===== src/hw/rtl/lup_pkg.sv =====
// Shared types, constants and fixed-point helpers for the LU factoring core.
// No dependencies; every other file but lup_ram imports this package.
package lup_pkg;

  localparam int MAX_SIZE    = 8;
  localparam int IDX_W       = 3;
  localparam int CNT_W       = 4;
  localparam int ADDR_W      = 6;
  localparam int CELLS       = 64;
  localparam int ELEM_W      = 32;
  localparam int LOAD_W      = 7;
  localparam int QUEUE_DEPTH = 4;
  localparam int QPTR_W      = 2;

  localparam logic [1:0] STATUS_OK       = 2'd0;
  localparam logic [1:0] STATUS_STRICT   = 2'd1;
  localparam logic [1:0] STATUS_SINGULAR = 2'd2;

  localparam logic [1:0] REG_SIZE   = 2'd0;
  localparam logic [1:0] REG_STRICT = 2'd1;
  localparam logic [1:0] REG_TOL    = 2'd2;

  localparam logic signed [31:0] ONE_Q16 = 32'sd65536;

  // Command word passed from the front to the back through the queue
  typedef struct packed {
    logic               do_load;
    logic               do_factor;
    logic [ADDR_W-1:0]  addr;
    logic signed [31:0] value;
    logic [LOAD_W-1:0]  count;
  } cmd_t;

  // Active configuration seen by the back
  typedef struct packed {
    logic [CNT_W-1:0] n;
    logic             strict;
    logic [15:0]      tol;
  } cfg_t;

  // Magnitude of a signed 32-bit value as unsigned
  function automatic logic [31:0] mag32(input logic signed [31:0] x);
    logic [31:0] u;
    u = x;
    if (x[31]) u = ~u + 32'd1;
    return u;
  endfunction

  // Apply sign to a 48-bit magnitude and saturate to 32 bits
  function automatic logic signed [31:0] sat_mag48(input logic neg, input logic [47:0] mag);
    logic signed [31:0] r;
    if (neg) begin
      if (mag >= 48'h0000_8000_0000) r = 32'sh8000_0000;
      else r = -$signed(mag[31:0]);
    end else begin
      if (mag > 48'h0000_7FFF_FFFF) r = 32'sh7FFF_FFFF;
      else r = $signed(mag[31:0]);
    end
    return r;
  endfunction

endpackage


===== src/hw/rtl/lup_front.sv =====
// Front end: accepts words, tracks the load position and issues commands.
// Depends on lup_pkg for cmd_t and widths.
module lup_front (
  input  logic                     clk,
  input  logic                     rst,
  input  logic                     start,
  input  logic signed [31:0]       element_value,
  input  logic                     last_element,
  input  logic [lup_pkg::CNT_W-1:0] n,
  input  logic                     queue_full,
  input  logic                     done,
  output logic                     busy,
  output logic                     push,
  output lup_pkg::cmd_t            cmd
);
  import lup_pkg::*;

  logic [LOAD_W-1:0] load_count;
  logic              pending;
  logic [7:0]        sq;
  logic [LOAD_W-1:0] total;
  logic [LOAD_W-1:0] cnt_next;
  logic              trigger;
  logic [IDX_W-1:0]  row;
  logic [LOAD_W-1:0] rem;

  // Split a load position into row and column by repeated subtraction
  always_comb begin
    rem = load_count;
    row = '0;
    for (int s = 0; s < MAX_SIZE; s++) begin
      if (rem >= {3'b0, n}) begin
        rem = rem - {3'b0, n};
        row = row + 1'b1;
      end
    end
  end

  assign sq    = {4'b0, n} * {4'b0, n};
  assign total = sq[LOAD_W-1:0];
  assign busy  = queue_full || pending;
  assign push  = start && !busy;

  // Classify: store the element if room remains, factor when full or marked
  always_comb begin
    cmd.do_load = (load_count < total);
    cnt_next    = (load_count < total) ? load_count + 1'b1 : total;
    trigger     = (cnt_next >= total) || last_element;
    cmd.do_factor = trigger;
    cmd.addr    = {row, rem[IDX_W-1:0]};
    cmd.value   = element_value;
    cmd.count   = cnt_next;
  end

  // Hold load position; hold off new words while a factoring is out
  always_ff @(posedge clk) begin
    if (rst) begin
      load_count <= '0;
      pending    <= 1'b0;
    end else begin
      if (push) load_count <= trigger ? '0 : cnt_next;
      if (push && trigger) pending <= 1'b1;
      else if (done) pending <= 1'b0;
    end
  end
endmodule


===== config.mk =====
export PLATFORM = sky130hd
export DESIGN_NAME = lup_front
export DESIGN_NICKNAME = d
export VERILOG_FILES = /design/src/hw/rtl/lup_pkg.sv /design/src/hw/rtl/lup_front.sv
export SDC_FILE = /design/constraint.sdc
export NUM_CORES = 1
export LEC_CHECK = 0
export ABC_CLOCK_PERIOD_IN_PS = 18600
export BUFFER_PORTS_ARGS = -buffer_cell sky130_fd_sc_hd__buf_4
export CAP_MARGIN = 0
export CORE_ASPECT_RATIO = 0.9
export CORE_MARGIN = 5
export CORE_UTILIZATION = 49
export DETAILED_ROUTE_END_ITERATION = 8
export GPL_TIMING_DRIVEN = 0
export PLACE_DENSITY = 0.72
export SLEW_MARGIN = 10
export SYNTH_ARGS = -nofsm -noshare
export SYNTH_HDL_FRONTEND = slang
export SYNTH_SLANG_ARGS = --single-unit

===== constraint.sdc =====
create_clock -name clk -period 18.6 [get_ports clk]
set_input_delay 0 -clock clk [delete_from_list [all_inputs] [get_ports clk]]
set_output_delay 0 -clock clk [all_outputs]
set_load 0.02 [all_outputs]

==> qor.yml <==
logic_synthesis:
  synth_mux_area_share_pct: 6.55
  ys.warnings.count: 0
  synth_top_area_share_pct: 17.2
  yosys.area_share.simple_pct: 22.3
  synth_compound_area_share_pct: 25.7
  yosysUniqueCellTypes: 75
  synth_area_leaders: "ha_1 17%, buf_4 6.3%, xnor2_1 5.4%"
  synth_top_family_by_area: "compound AO/OA/AOI/OAI gates"
  syn_inst: 504
  synth_top_cell_by_area: "ha_1"
  yosysSeqAreaShare_pct: 4.09
  synth_area_sq_um: 3920
  synth_ff_type: "dfxtp_1"
  ys_ff_latch: 8
  synthAdderAreaFrac_pct: 21.8
  synth-edff-count: 0
  synthXorXnorAreaFrac_pct: 9.26
  async_reset_ff_share_pct: 0
  syn-num-nets: 609
  avgSynthCellArea_sq_um: 7.78
clocking:
  clk_latency_ps: 240
  path_clk_slew_ps: 40
  clock-sinks: 8
  hold_buffers: 0
  root_buffer: "clkbuf_8"
  htreeDepth: 1
  cts_tree: "yes"
  cts_buffers: 3
  clockBufferDepth: 2
timing:
  fin_crit_ps: 17140
  holdWs_ps: 90.0
  rsz0062_at_grt: "false"
  finalCritPeriodShare_pct: 92.1
  timing.setup.tns_ps: 0
  worst_slew_pin_slew_ps: 1100
  finalMaxSlewViolations: 0
  hold_viol_final: 0
  fin_worst_skew_ps: 2.14
  fmax_mhz: 58.3
  final-setup-viol-count: 0
  max-slew-margin-rel_pct: 26.3
worst_hold_path:
  hold_depth: 4
  hold_end: "pending"
  holdCritStartpoint: "done"
  hp-class: "in2reg"
worst_setup_path:
  critPathMaxFanout: 9
  critPathCaptureType: "primary output"
  reg2reg_to: "pending"
  crit_family: "compound AO/OA/AOI/OAI gates"
  cp_common_cell: "ha_1"
  worstRegToRegCells: 19
  r2r-start: "load_count[2]"
  critical_path_class: "reg2out"
  critPathMaxStageDelay_ps: 460
  reg2reg_slack_ps: 13760
  slowest_stage: "dfxtp_1"
  worstPathRequired_ps: 18600
  path_depth: 76
  startpoint_type: "flip-flop"
  crit_arrival_ps: 17140
  cp.buffers_inverters: 10
global_route:
  grt_pass1_wl_um: 16700
  antenna_found_initial: 0
  grt_overflow_total: 0
  grt_use_total_pct: 19.4
  grt_max_degree: 16
  grt_pass1_vias: 3624
final_layout:
  nets: 673
  antenna_cells: 0
  drive_gt1_share_pct: 24.9
  layout.cells.non_filler: 665
  area_growth_pct: 15.8
outcome:
  status: "complete, no violations"
placement:
  dp_hpwl_um: 8120
  port_buffers: 57
  place.gp.congestion: 0.824
  place_inst: 660
drt:
  totalWireLength_um: 9690
  remaining_drc_errors: 0
  final_antenna_net_count: 0
  vias_per_cell: 5.70
  dr.first_iter.drc_count: 229
  wl_per_cell_um: 14.6
  dr.pass1.iters: 5
  vias: 3792
die:
  chipHeight_um: 94.8
  die_x_um: 104
  dieArea_sq_um: 9890
  coreArea_sq_um: 7910
  ios: 91
  rows: 31
  initial_core_util_pct: 49.5
run:
  cap_violations: 0
-- worst reg2reg max path, stage by stage (launching register included) --
cell and delay (ps):
dfxtp_1 460, ha_1 280, a21boi_0 130, o21ai_0 160
a21boi_0 110, o21ai_0 160, nand2b_1 80, a21oi_1 300
mux2_2 410, inv_1 70, ha_1 210, or3b_2 480
a21o_1 200, a21oi_1 190, nor2b_1 60, o21ai_0 160
nand2b_1 80, a211oi_1 910, a2bb2oi_1 250, nor2_1 60
-- routing by layer --
metal	part of all wire, %	wire length [um]	track usage (%)	vias up
met3	6.6	637	2.80	10
met1	46	4460	26.1	1720
li1	-	-	-	1943
met2	47	4520	34.0	119
met4	0.76	74	2.16	0
met5	0	0	0	-
-- layout by cell type, fill, tap and decap left out, types with 17 or more instances in the layout --
cell / instances
o21ai_0: 27
nand2b_1: 17
a21oi_1: 32
buf_4: 92
nor2b_1: 19
inv_1: 22
nand2_1: 39
nor2_1: 19
xnor2_1: 24
nand3_1: 17
ha_1: 54
-- layout make-up --
| cell class | instances | area [sq um] |
|---|---|---|
| Sequential cell | 8 | 160 |
| Inverter | 24 | 95.1 |
| Clock buffer | 3 | 41.3 |
| Tap cell | 99 | 124 |
| Multi-Input combinational cell | 427 | 3360 |
| Buffer | 45 | 310 |
| Timing Repair Buffer | 59 | 443 |
| Fill cell | 710 | 3370 |
-- worst max path at each step --
stage	slack, ps	endpoint	startpoint
finish	1460	cmd[43]	load_count[2]
global route	7	cmd[43]	load_count[2]
CTS	830	cmd[43]	load_count[2]
detailed placement	940	cmd[43]	n[1]
global placement	1400	cmd[43]	n[1]
floorplan	3780	cmd[39]	load_count[2]
-- sequential cells by signal, indices dropped and copies added (netlist names) --
register and flops:
load_count 7, pending 1
-- metrics by stage --
step / cell area, sq um / utilization [%] / worst slack (ps)
floorplan: 3920 / - / 3780
global placement: 4470 / 56.5 / 1400
detailed placement: 4470 / 56.5 / 940
CTS: 4510 / 57.0 / 829
global route: 4540 / 57.4 / 7.09
finish: 4540 / 57.4 / 1460
-- logic make-up (layout without fill, tap and decap cells) --
family / after synthesis / after routing
compound gates: 144 / 144
xor+xnor: 39 / 39
fa+ha+maj: 63 / 63
buf+inv: 69 / 131
flops: 8 / 8
mux: 22 / 22
simple gates: 159 / 159
-- Yosys cell counts, types with 3 or more instances --
master / number
o31ai_1: 6
nor2_1: 21
o21ai_1: 6
a21o_1: 12
mux2_2: 13
a41oi_1: 3
nand2b_1: 17
o21ai_0: 29
o21a_1: 8
nand2_1: 39
or3_1: 3
a211oi_1: 6
a21oi_1: 32
or2_2: 3
nand4_1: 5
and2_1: 9
o31a_1: 6
and3_1: 5
o211ai_1: 4
a31o_2: 4
nor2b_1: 19
ha_1: 54
dfxtp_1: 8
xor2_1: 13
xnor2_1: 24
inv_1: 22
nand3_1: 17
clkbuf_1: 6
mux2i_1: 5
fa_1: 9
a31oi_1: 5
buf_4: 33
a21boi_0: 3
nor3_1: 7
-- timing repair --
| item | 4_1_cts | 5_1_grt |
|---|---|---|
| gates resized for setup | 0 | 5 |
| endpoints found under the setup margin | 0 | 6 |
| setup buffers | 0 | 2 |
Power is not shown: default switching activity piles up to over one toggle a cycle in this logic, so the estimate is an artifact.
