### config.mk
export PLATFORM = sky130hd
export DESIGN_NAME = lup_queue
export DESIGN_NICKNAME = d
export VERILOG_FILES = /design/src/hw/rtl/lup_pkg.sv /design/src/hw/rtl/lup_queue.sv
export SDC_FILE = /design/constraint.sdc
export NUM_CORES = 1
export LEC_CHECK = 0
export ABC_AREA = 1
export BUFFER_PORTS_ARGS = -buffer_cell sky130_fd_sc_hd__buf_2
export CAP_MARGIN = 20
export CORE_ASPECT_RATIO = 0.5
export CORE_MARGIN = 2
export CORE_UTILIZATION = 57
export DETAILED_ROUTE_END_ITERATION = 8
export PLACE_DENSITY = 0.79
export SETUP_SLACK_MARGIN = 0.4
export SLEW_MARGIN = 20
export SYNTH_ARGS = -nofsm -noshare
export SYNTH_HDL_FRONTEND = slang
export SYNTH_SLANG_ARGS = --single-unit
### constraint.sdc
create_clock -name clk -period 4.4 [get_ports clk]
set_input_delay 0.22 -clock clk [delete_from_list [all_inputs] [get_ports clk]]
set_output_delay 0.22 -clock clk [all_outputs]
set_load 0.01 [all_outputs]
### src/hw/rtl/lup_pkg.sv
// Shared types, constants and fixed-point helpers for the LU factoring core.
// No dependencies; every other file but lup_ram imports this package.
package lup_pkg;

  localparam int MAX_SIZE    = 8;
  localparam int IDX_W       = 3;
  localparam int CNT_W       = 4;
  localparam int ADDR_W      = 6;
  localparam int CELLS       = 64;
  localparam int ELEM_W      = 32;
  localparam int LOAD_W      = 7;
  localparam int QUEUE_DEPTH = 4;
  localparam int QPTR_W      = 2;

  localparam logic [1:0] STATUS_OK       = 2'd0;
  localparam logic [1:0] STATUS_STRICT   = 2'd1;
  localparam logic [1:0] STATUS_SINGULAR = 2'd2;

  localparam logic [1:0] REG_SIZE   = 2'd0;
  localparam logic [1:0] REG_STRICT = 2'd1;
  localparam logic [1:0] REG_TOL    = 2'd2;

  localparam logic signed [31:0] ONE_Q16 = 32'sd65536;

  // Command word passed from the front to the back through the queue
  typedef struct packed {
    logic               do_load;
    logic               do_factor;
    logic [ADDR_W-1:0]  addr;
    logic signed [31:0] value;
    logic [LOAD_W-1:0]  count;
  } cmd_t;

  // Active configuration seen by the back
  typedef struct packed {
    logic [CNT_W-1:0] n;
    logic             strict;
    logic [15:0]      tol;
  } cfg_t;

  // Magnitude of a signed 32-bit value as unsigned
  function automatic logic [31:0] mag32(input logic signed [31:0] x);
    logic [31:0] u;
    u = x;
    if (x[31]) u = ~u + 32'd1;
    return u;
  endfunction

  // Apply sign to a 48-bit magnitude and saturate to 32 bits
  function automatic logic signed [31:0] sat_mag48(input logic neg, input logic [47:0] mag);
    logic signed [31:0] r;
    if (neg) begin
      if (mag >= 48'h0000_8000_0000) r = 32'sh8000_0000;
      else r = -$signed(mag[31:0]);
    end else begin
      if (mag > 48'h0000_7FFF_FFFF) r = 32'sh7FFF_FFFF;
      else r = $signed(mag[31:0]);
    end
    return r;
  endfunction

endpackage

### src/hw/rtl/lup_queue.sv
// Short command queue between the front and the back.
// Depends on lup_pkg for cmd_t and the queue depth.
module lup_queue (
  input  logic          clk,
  input  logic          rst,
  input  logic          push,
  input  lup_pkg::cmd_t push_cmd,
  input  logic          pop,
  output lup_pkg::cmd_t head,
  output logic          empty,
  output logic          full
);
  import lup_pkg::*;

  cmd_t              slots [QUEUE_DEPTH];
  logic [QPTR_W-1:0] wr_ptr;
  logic [QPTR_W-1:0] rd_ptr;
  logic [QPTR_W:0]   fill;

  assign empty = (fill == '0);
  assign full  = (fill == (QPTR_W+1)'(QUEUE_DEPTH));
  assign head  = slots[rd_ptr];

  // Store words
  always_ff @(posedge clk) begin
    if (push && !full) slots[wr_ptr] <= push_cmd;
  end

  // Advance pointers and fill level
  always_ff @(posedge clk) begin
    if (rst) begin
      wr_ptr <= '0;
      rd_ptr <= '0;
      fill   <= '0;
    end else begin
      if (push && !full) wr_ptr <= wr_ptr + 1'b1;
      if (pop && !empty) rd_ptr <= rd_ptr + 1'b1;
      fill <= fill + (QPTR_W+1)'(push && !full) - (QPTR_W+1)'(pop && !empty);
    end
  end
endmodule

==> metrics.cfg, run 1 <==
[global_routing]
grt_max_degree=95
grt_pass1_vias=4668
grt.overflow.total=0
antenna_found_initial=0
grt_usage_pct=21.1
grt_pass1_wl_um=23300

[finish]
antenna_cells=0
fill_cells=912
drive_gt1_share_pct=30.5
syn_to_final_growth_pct=17.8
most-common-layout-cells=edfxtp_1, buf_2, o21ai_0
nets=695
layout_commonest_cell=edfxtp_1

[worst_setup_path]
cp-end-kind=primary output
crit_chain=inv_4 -> buf_4 -> o21ai_0 -> o22ai_2 -> buf_2
cp_slowest_cell=inv_4
cpPeakStageDelay_ns=0.75
start_kind=register
critPathRequiredTime_ns=4.18
worstReg2RegStart=fill[1]
worst-setup-path-type=reg -> out
cp.arrival_ns=2.59
path_max_fanout=77

[timing]
setup_viol=0
min_period_ns=2.81
relSlewSlack_pct=27.3
min_period_over_period_pct=63.9
fin_skew_ns=0.00792
hold_viol=0
rsz0062_at_grt=no
setup_tns_ns=0
fmax_mhz=356
slew_violations=0
max_slew.worst_pin.slew_ns=1.09

[clock_network]
clock_latency_ns=0.42
cts_root_buf=clkbuf_16
ctsHoldBuffers=18
cts_setup_buffers=0
clockBufferDepth=2
cts_tree=built
clk_pin_slew_ns=0.07
cts_resized=0
h-tree-depth=4
cts_buffers=17
cts.sinks=197

[synth]
syn_area_per_cell_um2=15.0
yosys_warnings=0
ys_seq_area_share_pct=74.1
yosys_register_bits=197
syn-num-nets=582
netlist_area_um2=7860
syn_inst=524
ys_types=21

[place]
gp_congestion=0.818
dpl.hpwl_um=8600
portBuffers=99

[route]
wl_met2_um=7530
drt-met1-wl_um=6540
drtPass1Iterations=5
wire_per_inst_um=18.4
wl_um=15200
viasPerCell=5.57
via_count=4604
drt-initial-drc-count=472
drc=0
ant_nets=0
highest_layer=met4
wl_met3_um=849

[power_and_ir_drop]
power_density_nw_per_um2=566
ir_drop_v=0.000326
total_power_mw=5.25
p_leak_nw=3.24

[status]
outcome=finished clean

[worst_hold_path]
hold_path.class=in -> reg
hp-start=push_cmd[17]

[die]
die_h_um=87.1
die_w_um=170
die-area_um2=14800
initial_core_util_pct=58.2
rows=30
placeableCoreArea_um2=13500
ios=100

[job]
cap_violations=0

[flip-flops by register name, summed over array words and instances (netlist names), named ones only]
name and flops:
slots 188, fill 3, rd_ptr 2, wr_ptr 2
[kinds of logic after synthesis]
| kind of cell | count (synthesis) | share of synthesized area [%] |
|---|---|---|
| AO/OA/AOI/OAI | 146 | 12.3 |
| adder cells (fa/ha/maj) | 7 | 1.21 |
| buffers and inverters | 50 | 3.82 |
| flip-flops | 197 | 74.1 |
| AND/OR/NAND/NOR | 124 | 8.56 |
[per-stage QoR]
stage	instances	setup slack [ns]	util (%)	area (um^2)	hold WS, ns
after global routing	826	1.44	68.5	9260	0.00228
after global placement	775	2.00	62.4	8440	0.411
after CTS	825	1.59	68.3	9230	0.0000785
after floorplan	524	1.32	-	7860	0.291
after detailed placement	775	1.86	62.4	8440	0.420
final	826	1.59	68.5	9260	0.0169
[area by class of cell]
class / instances / area (um^2) / area share, %
sequential: 197 / 5830 / 63.0
multi-input combinational: 277 / 1770 / 19.1
timing repair buffer: 124 / 748 / 8.08
clock buffer: 20 / 437 / 4.72
tap: 176 / 220 / 2.38
clock inverter: 12 / 179 / 1.93
inverter: 20 / 77.6 / 0.838
[critical path: cells and delay by family, from the launching register on]
family | cells | cell delay [ns]
AO/OA/AOI/OAI | 2 | 0.39
flip-flops | 1 | 0.35
buffers and inverters | 3 | 1.39
[power by group]
group	switching, mW	internal [mW]	total, mW
clock network	0.651	0.953	1.60
logic	0.836	0.440	1.28
registers	0.0780	2.29	2.36
total	1.57	3.68	5.25
[synthesized netlist by cell type (all sizes together)]
cell / count / share of area, %
edfxtp: 188 / 72
nor2: 108 / 7.7
o21ai: 94 / 6.1
o22ai: 47 / 5.9
buf: 20 / 2.4
inv: 20 / 0.99
nand2: 12 / 0.57
clkbuf: 10 / 0.48
dfxtp: 9 / 2.3
ha: 6 / 0.95
a21oi: 5 / 0.32
nand3: 4 / 0.25
fa: 1 / 0.25
[per-layer routing]
metal,track usage [%],up-vias
met5,0,-
met4,7.85,0
li1,-,2164
met2,35.3,154
met1,27.0,2264
met3,5.91,22
[path summary, 6_finish.rpt]
path / endpoint / slack, ns / cells after the start
setup / recovery: head[0] / 1.59 / 5
hold / removal: slots[0][17] / 0.02 / 1
setup reg to reg: slots[3][32] / 1.93 / 5
hold reg to reg: register / 0.49 / 2
(Power assumes the default switching activity.)
==> run 2, diff against run 1 <==
==> constraint.sdc (replaced) <==
create_clock -name clk -period 2.61 [get_ports clk]
set_input_delay 0.1305 -clock clk [delete_from_list [all_inputs] [get_ports clk]]
set_output_delay 0.1305 -clock clk [all_outputs]
set_load 0.01 [all_outputs]
==> run 2 against run 1 <==
Compared with the run above:
- clock-buffer cell count is 3 lower
- core utilization is 3.4 points higher
- first-iteration DRC count is 5.3% lower
- register-to-register slack worse by 1.2 ns
- worst hold slack worse by 0.0037 ns
- die area stayed put
- non-clock buffer count is 37 higher
- largest power group unchanged
==> metrics.cfg, run 2 (synthesis gave the netlist of run 1 again) <==
[worst_setup_path]
cp-end-kind=primary output
crit_family=buffers and inverters
cp.buffers_inverters=3  ; unchanged
reg2regPathDepth=11  ; +6
start_kind=register
worstReg2RegStart=fill[1]
r2r_setup_slack_ns=0.70  ; -1.23 ns
worst-setup-path-type=reg -> out
path_max_fanout=21  ; -73%
crit_chain=inv_4 -> buf_4 -> o21ai_0 -> o22ai_2 -> buf_2
cpPeakStageDelay_ns=0.44  ; -0.31 ns
cp_slowest_cell=dfxtp_4
r2r-end=fill[2]
cp.arrival_ns=1.98  ; -0.61 ns
critPathRequiredTime_ns=2.48  ; -1.70 ns

[power_and_ir_drop]
power_density_nw_per_um2=938  ; +66%
ir_drop_v=0.000555  ; +70%
p_leak_nw=3.45  ; +6.4%
total_power_mw=9.12  ; +74%

[finish]
most-common-layout-cells=edfxtp_1, buf_2, o21ai_0
ff_latch_area_um2=5830  ; about the same
largest-register=slots
final_area_um2=9730  ; +5.0%
antenna_cells=0  ; unchanged
syn_to_final_growth_pct=23.7
drive_gt1_share_pct=30.4  ; -0.039 points
nets=732  ; +5.3%
multi_input_comb_area_um2=1770  ; unchanged
fill_cells=812  ; -11%
reg_top3=slots x188, fill x3
largest_reg_flops=188  ; unchanged
layout_commonest_cell=edfxtp_1

[place]
portBuffers=99  ; unchanged
placed_cell_area_um2=8570  ; +1.6%
gp_congestion=0.798  ; -2.5%
dpl.hpwl_um=8720  ; +1.4%

[die]
die_w_um=170  ; unchanged
ios=100  ; unchanged
die_h_um=87.1  ; unchanged
die-area_um2=14800  ; unchanged
initial_core_util_pct=58.2  ; unchanged
rows=30  ; unchanged
placeableCoreArea_um2=13500  ; unchanged

[job]
cap_violations=0  ; unchanged

[global_routing]
grt_pass1_wl_um=25200  ; +8.3%
grt_util_met1_pct=28.3  ; +1.3 points
grt_usage_pct=23.0  ; +1.9 points
grt.overflow.total=0  ; unchanged
grt_max_degree=48  ; -49%
grt_pass1_vias=4977  ; +6.6%
use_met2_pct=39.9  ; +4.7 points
antenna_found_initial=0  ; unchanged
grt-busiest-layer=met2
met3_usage_pct=5.54  ; -0.36 points

[timing]
min_period_over_period_pct=80.8
max_slew.worst_pin.slew_ns=0.397  ; -0.694 ns
hold_viol=0  ; unchanged
setup_tns_ns=0  ; unchanged
setup_viol=0  ; unchanged
fmax_mhz=474
min_period_ns=2.11
hold_slack_ns=0.0133  ; -0.00365 ns
fin_skew_ns=0.00871  ; +0.000787 ns
relSlewSlack_pct=73.5  ; +46 points
rsz0062_at_grt=no
slew_violations=0  ; unchanged

[clock_network]
h-tree-depth=4  ; unchanged
clockBufferDepth=2  ; unchanged
cts_buffers=17  ; unchanged
cts.sinks=197  ; unchanged
cts_root_buf=clkbuf_16
cts_tree=built
clk_pin_slew_ns=0.07  ; about the same
clock_latency_ns=0.42  ; about the same

[route]
drc=0  ; unchanged
drtPass1Iterations=5  ; unchanged
drt-initial-drc-count=447  ; -5.3%
wl_um=16600  ; +8.9%
via_count=4868  ; +5.7%
viasPerCell=5.64  ; +1.2%
ant_nets=0  ; unchanged
wire_per_inst_um=19.2  ; +4.3%

[worst_hold_path]
hp-start=push
whs_path_depth=3  ; +2
hold_path.class=in -> reg
min_to=wr_ptr[0]

[status]
outcome=finished clean

## run 2: worst max-delay path by stage
stage | cells past startpoint | end | start | slack (ns)
floorplan | 4 | slots[0][0] | fill[1] | 0.27
global placement | 10 | fill[2] | fill[1] | 0.79
detailed placement | 10 | fill[2] | fill[1] | 0.72
CTS | 5 | head[16] | register | 0.45
global route | 5 | head[5] | register | 0.41
finish | 5 | head[41] | register | 0.50
## run 2: through the flow
stage	utilization, %	cells	setup slack [ns]
final	72.0	863	0.501
after global routing	72.0	863	0.406
after CTS	71.9	863	0.446
after detailed placement	63.4	781	0.721
after global placement	63.4	781	0.787
after floorplan	-	524	0.266
## run 2: power by group
| part | internal, mW | switching (mW) |
|---|---|---|
| sequential | 3.85 | 0.154 |
| clock | 1.63 | 1.18 |
| combinational | 0.848 | 1.45 |
| total | 6.33 | 2.79 |
## run 2: layout make-up
class / instances / area share (%)
clock buffer: 17 / 4.37
clock inverter: 15 / 2.21
inverter: 20 / 0.798
multi-input combinational: 277 / 18.2
sequential: 197 / 60.0
tap: 176 / 2.26
timing repair buffer: 161 / 12.2
## run 2: layer usage
metal,share of wire (%),up-vias
met1,41,2389
met3,6.6,30
met4,2.0,0
li1,-,2244
met2,51,205
met5,0,-
## run 2: timing repair
action | in CTS | in global routing
resized for setup | 1 | 2
endpoints found under the setup margin | 3 | 1
endpoints found under the hold margin | 191 | 0
buffers inserted | 1 | 0
hold buffers | 49 | 0
## run 2: worst reg2reg max path: stages (launching register included)
cell and delay (ns):
dfxtp_1 0.32, nor2_1 0.14, nand2_1 0.14, inv_1 0.10
nor2_1 0.04, ha_1 0.27, inv_1 0.04, ha_1 0.18
fa_1 0.38, nand3_1 0.10, nand2_1 0.05, nor2_1 0.08
==> run 3, diff against run 2 <==
--- a/config.mk
+++ b/config.mk
@@ -10,9 +10,9 @@
 export CAP_MARGIN = 20
 export CORE_ASPECT_RATIO = 0.5
 export CORE_MARGIN = 2
-export CORE_UTILIZATION = 57
+export CORE_UTILIZATION = 52
 export DETAILED_ROUTE_END_ITERATION = 8
-export PLACE_DENSITY = 0.79
+export PLACE_DENSITY = 0.76
 export SETUP_SLACK_MARGIN = 0.4
 export SLEW_MARGIN = 20
 export SYNTH_ARGS = -nofsm -noshare
==> constraint.sdc (replaced) <==
create_clock -name clk -period 1.8 [get_ports clk]
set_input_delay 0.09 -clock clk [delete_from_list [all_inputs] [get_ports clk]]
set_output_delay 0.09 -clock clk [all_outputs]
set_load 0.01 [all_outputs]
==> run 3 against run 2 <==
Compared with the run above:
- the run now ends with setup timing left
- core utilization grew 11 points
- cell count grew 14%
- worst setup slack worse by 0.59 ns
- register-to-register slack got worse by 0.76 ns
- global-route usage grew 8.0 points
- non-clock buffer count up 103
- sequential share of layout area fell by 12 points
- flip-flop and latch count did not move
- wire length grew 86%
- sequential power is 48% higher
- critical path depth unchanged
==> metrics.cfg, run 3 (synthesis gave the netlist of run 1 again) <==
[status]
outcome=finished, violations left
violations=setup timing

[route]
drt-initial-drc-count=1240  ; +180%
wl_um=30800  ; +86%
ant_nets=0  ; unchanged
drtPass1Iterations=5  ; unchanged
wire_per_inst_um=31.2  ; +63%
via_count=6431  ; +32%
drc=0  ; unchanged
viasPerCell=6.51  ; +15%

[place]
dpl.cell_count=807  ; +3.3%
dpl.hpwl_um=8500  ; -2.5%
gp_congestion=0.790  ; -0.95%
portBuffers=99  ; unchanged

[worst_setup_path]
crit_chain=inv_8 -> buf_16 -> o21ai_0 -> o22ai_2 -> buf_2
crit_family=compound AO/OA/AOI/OAI gates
path_max_fanout=18  ; -14%
start_kind=register
r2r_setup_slack_ns=-0.06  ; -0.76 ns
worstReg2RegStart=fill[0]
cp.buffers_inverters=3  ; unchanged
worst-setup-path-type=reg -> out
crit_end=head[45]
critPathRequiredTime_ns=1.71  ; -0.77 ns
cp.arrival_ns=1.80  ; -0.18 ns
cp-end-kind=primary output
worst-path-stages=5  ; unchanged
reg2regPathDepth=10  ; -1
cp_slowest_cell=dfxtp_4
r2r-end=fill[1]
cpPeakStageDelay_ns=0.44  ; about the same

[die]
rows=31  ; +3.3%
die_h_um=91.0  ; +4.5%
ios=100  ; unchanged
die-area_um2=16200  ; +9.3%
placeableCoreArea_um2=14600  ; +8.2%
initial_core_util_pct=53.8  ; -4.4 points
die_w_um=178  ; +4.6%

[timing]
hold_viol=0  ; unchanged
relSlewSlack_pct=71.8  ; -1.7 points
min_period_ns=1.89
max_slew.worst_pin.slew_ns=0.419  ; +0.0221 ns
fmax_mhz=529
layout_setup_ws_ns=-0.0889  ; -0.590 ns
rsz0062_at_grt=yes
min_period_over_period_pct=105
hold_slack_ns=0.179  ; +0.166 ns
fin_skew_ns=0.00744  ; -0.00127 ns
slew_violations=0  ; unchanged
setup_viol=41  ; +41

[clock_network]
clock_latency_ns=0.46  ; +0.04 ns
cts.sinks=197  ; unchanged
h-tree-depth=4  ; unchanged
clk_pin_slew_ns=0.07  ; about the same
clockBufferDepth=2  ; unchanged
cts_tree=built
cts_root_buf=clkbuf_16
cts_buffers=17  ; unchanged

[finish]
largest_reg_flops=188  ; unchanged
reg_top3=slots x188, fill x3
syn_to_final_growth_pct=54.9
finalNonFillerCells=988  ; +14%
most-common-layout-cells=edfxtp_1, buf_2, nor2_4
drive_gt1_share_pct=50.5  ; +20 points
nets=835  ; +14%
antenna_cells=0  ; unchanged
layout_commonest_cell=edfxtp_1
fill_cells=576  ; -29%
largest-register=slots

[worst_hold_path]
hold_path.class=in -> reg
whs_path_depth=5  ; +2

[global_routing]
grt_pass1_wl_um=35800  ; +42%
antenna_found_initial=0  ; unchanged
grt_max_degree=28  ; -42%
grt_pass1_vias=5855  ; +18%
grt_usage_pct=31.0  ; +8.0 points
grt.overflow.total=0  ; unchanged

[power_and_ir_drop]
ir_drop_v=0.00104  ; +87%
power_density_nw_per_um2=1410  ; +50%
p_leak_nw=4.44  ; +29%

[job]
cap_violations=0  ; unchanged

-- run 3: repair_timing --
action / in CTS / in global routing
gates cloned: 32 / 14
hold endpoints to repair: 195 / 0
buffers inserted: 37 / 15
resized for setup: 121 / 132
hold buffers: 51 / 0
pin swaps: 13 / 43
endpoints found under the setup margin: 238 / 244
-- run 3: worst min path at each step --
stage               startpoint        end  slack (ns)
floorplan                  rst    fill[0]        0.15
global placement           rst    fill[0]        0.28
detailed placement         rst    fill[1]        0.27
CTS                        pop   register        0.09
global route               pop   register        0.22
finish                     pop  rd_ptr[1]        0.18
-- run 3: metrics by stage --
step / setup WS [ns] / power, mW / util (%) / area [um^2] / setup TNS (ns)
2_1_floorplan: 0.0492 / 8.08 / - / 7930 / 0
3_3_place_gp: 0.0790 / 9.17 / 59.5 / 8700 / 0
3_5_place_dp: 0.0234 / 9.27 / 59.5 / 8700 / 0
4_1_cts: 0.0230 / 15.2 / 77.4 / 11300 / 0
5_1_grt: -0.110 / 17.5 / 83.3 / 12200 / -2.48
6_report: -0.0889 / 17.1 / 83.3 / 12200 / -1.50
-- run 3: layer usage --
layer	part of all wire, %	vias up	global-route usage (%)	routed length, um
met5	0	-	0	0
met4	4.8	0	13.0	1480
met3	15	145	10.9	4780
met2	45	678	47.7	13800
met1	35	3125	40.3	10800
li1	-	2483	-	-
-- run 3: cell type report --
cell class	count	area, um^2	area share, %
flip-flops and latches	197	5840	47.9
inverters	20	92.6	0.760
clock inverters	15	165	1.36
multi-input cells	277	2210	18.1
well taps	198	248	2.03
repair buffers	264	3200	26.3
clock buffers	17	425	3.49
-- run 3: report_power, final --
group / leakage (nW) / total (mW) / switching [mW] / internal, mW
clock network: 0.283 / 3.96 / 1.99 / 1.97
registers: 1.80 / 5.93 / 0.330 / 5.60
logic: 2.36 / 7.23 / 3.74 / 3.49
total: 4.44 / 17.1 / 6.06 / 11.1
-- run 3: worst register-to-register path: stages (launching register included) --
cell     delay, ns
dfxtp_2       0.34
nor2_4        0.13
nand2_2       0.07
inv_2         0.07
nor2_2        0.06
ha_4          0.26
inv_2         0.04
ha_4          0.15
fa_2          0.53
inv_2         0.04
nor2_2        0.10
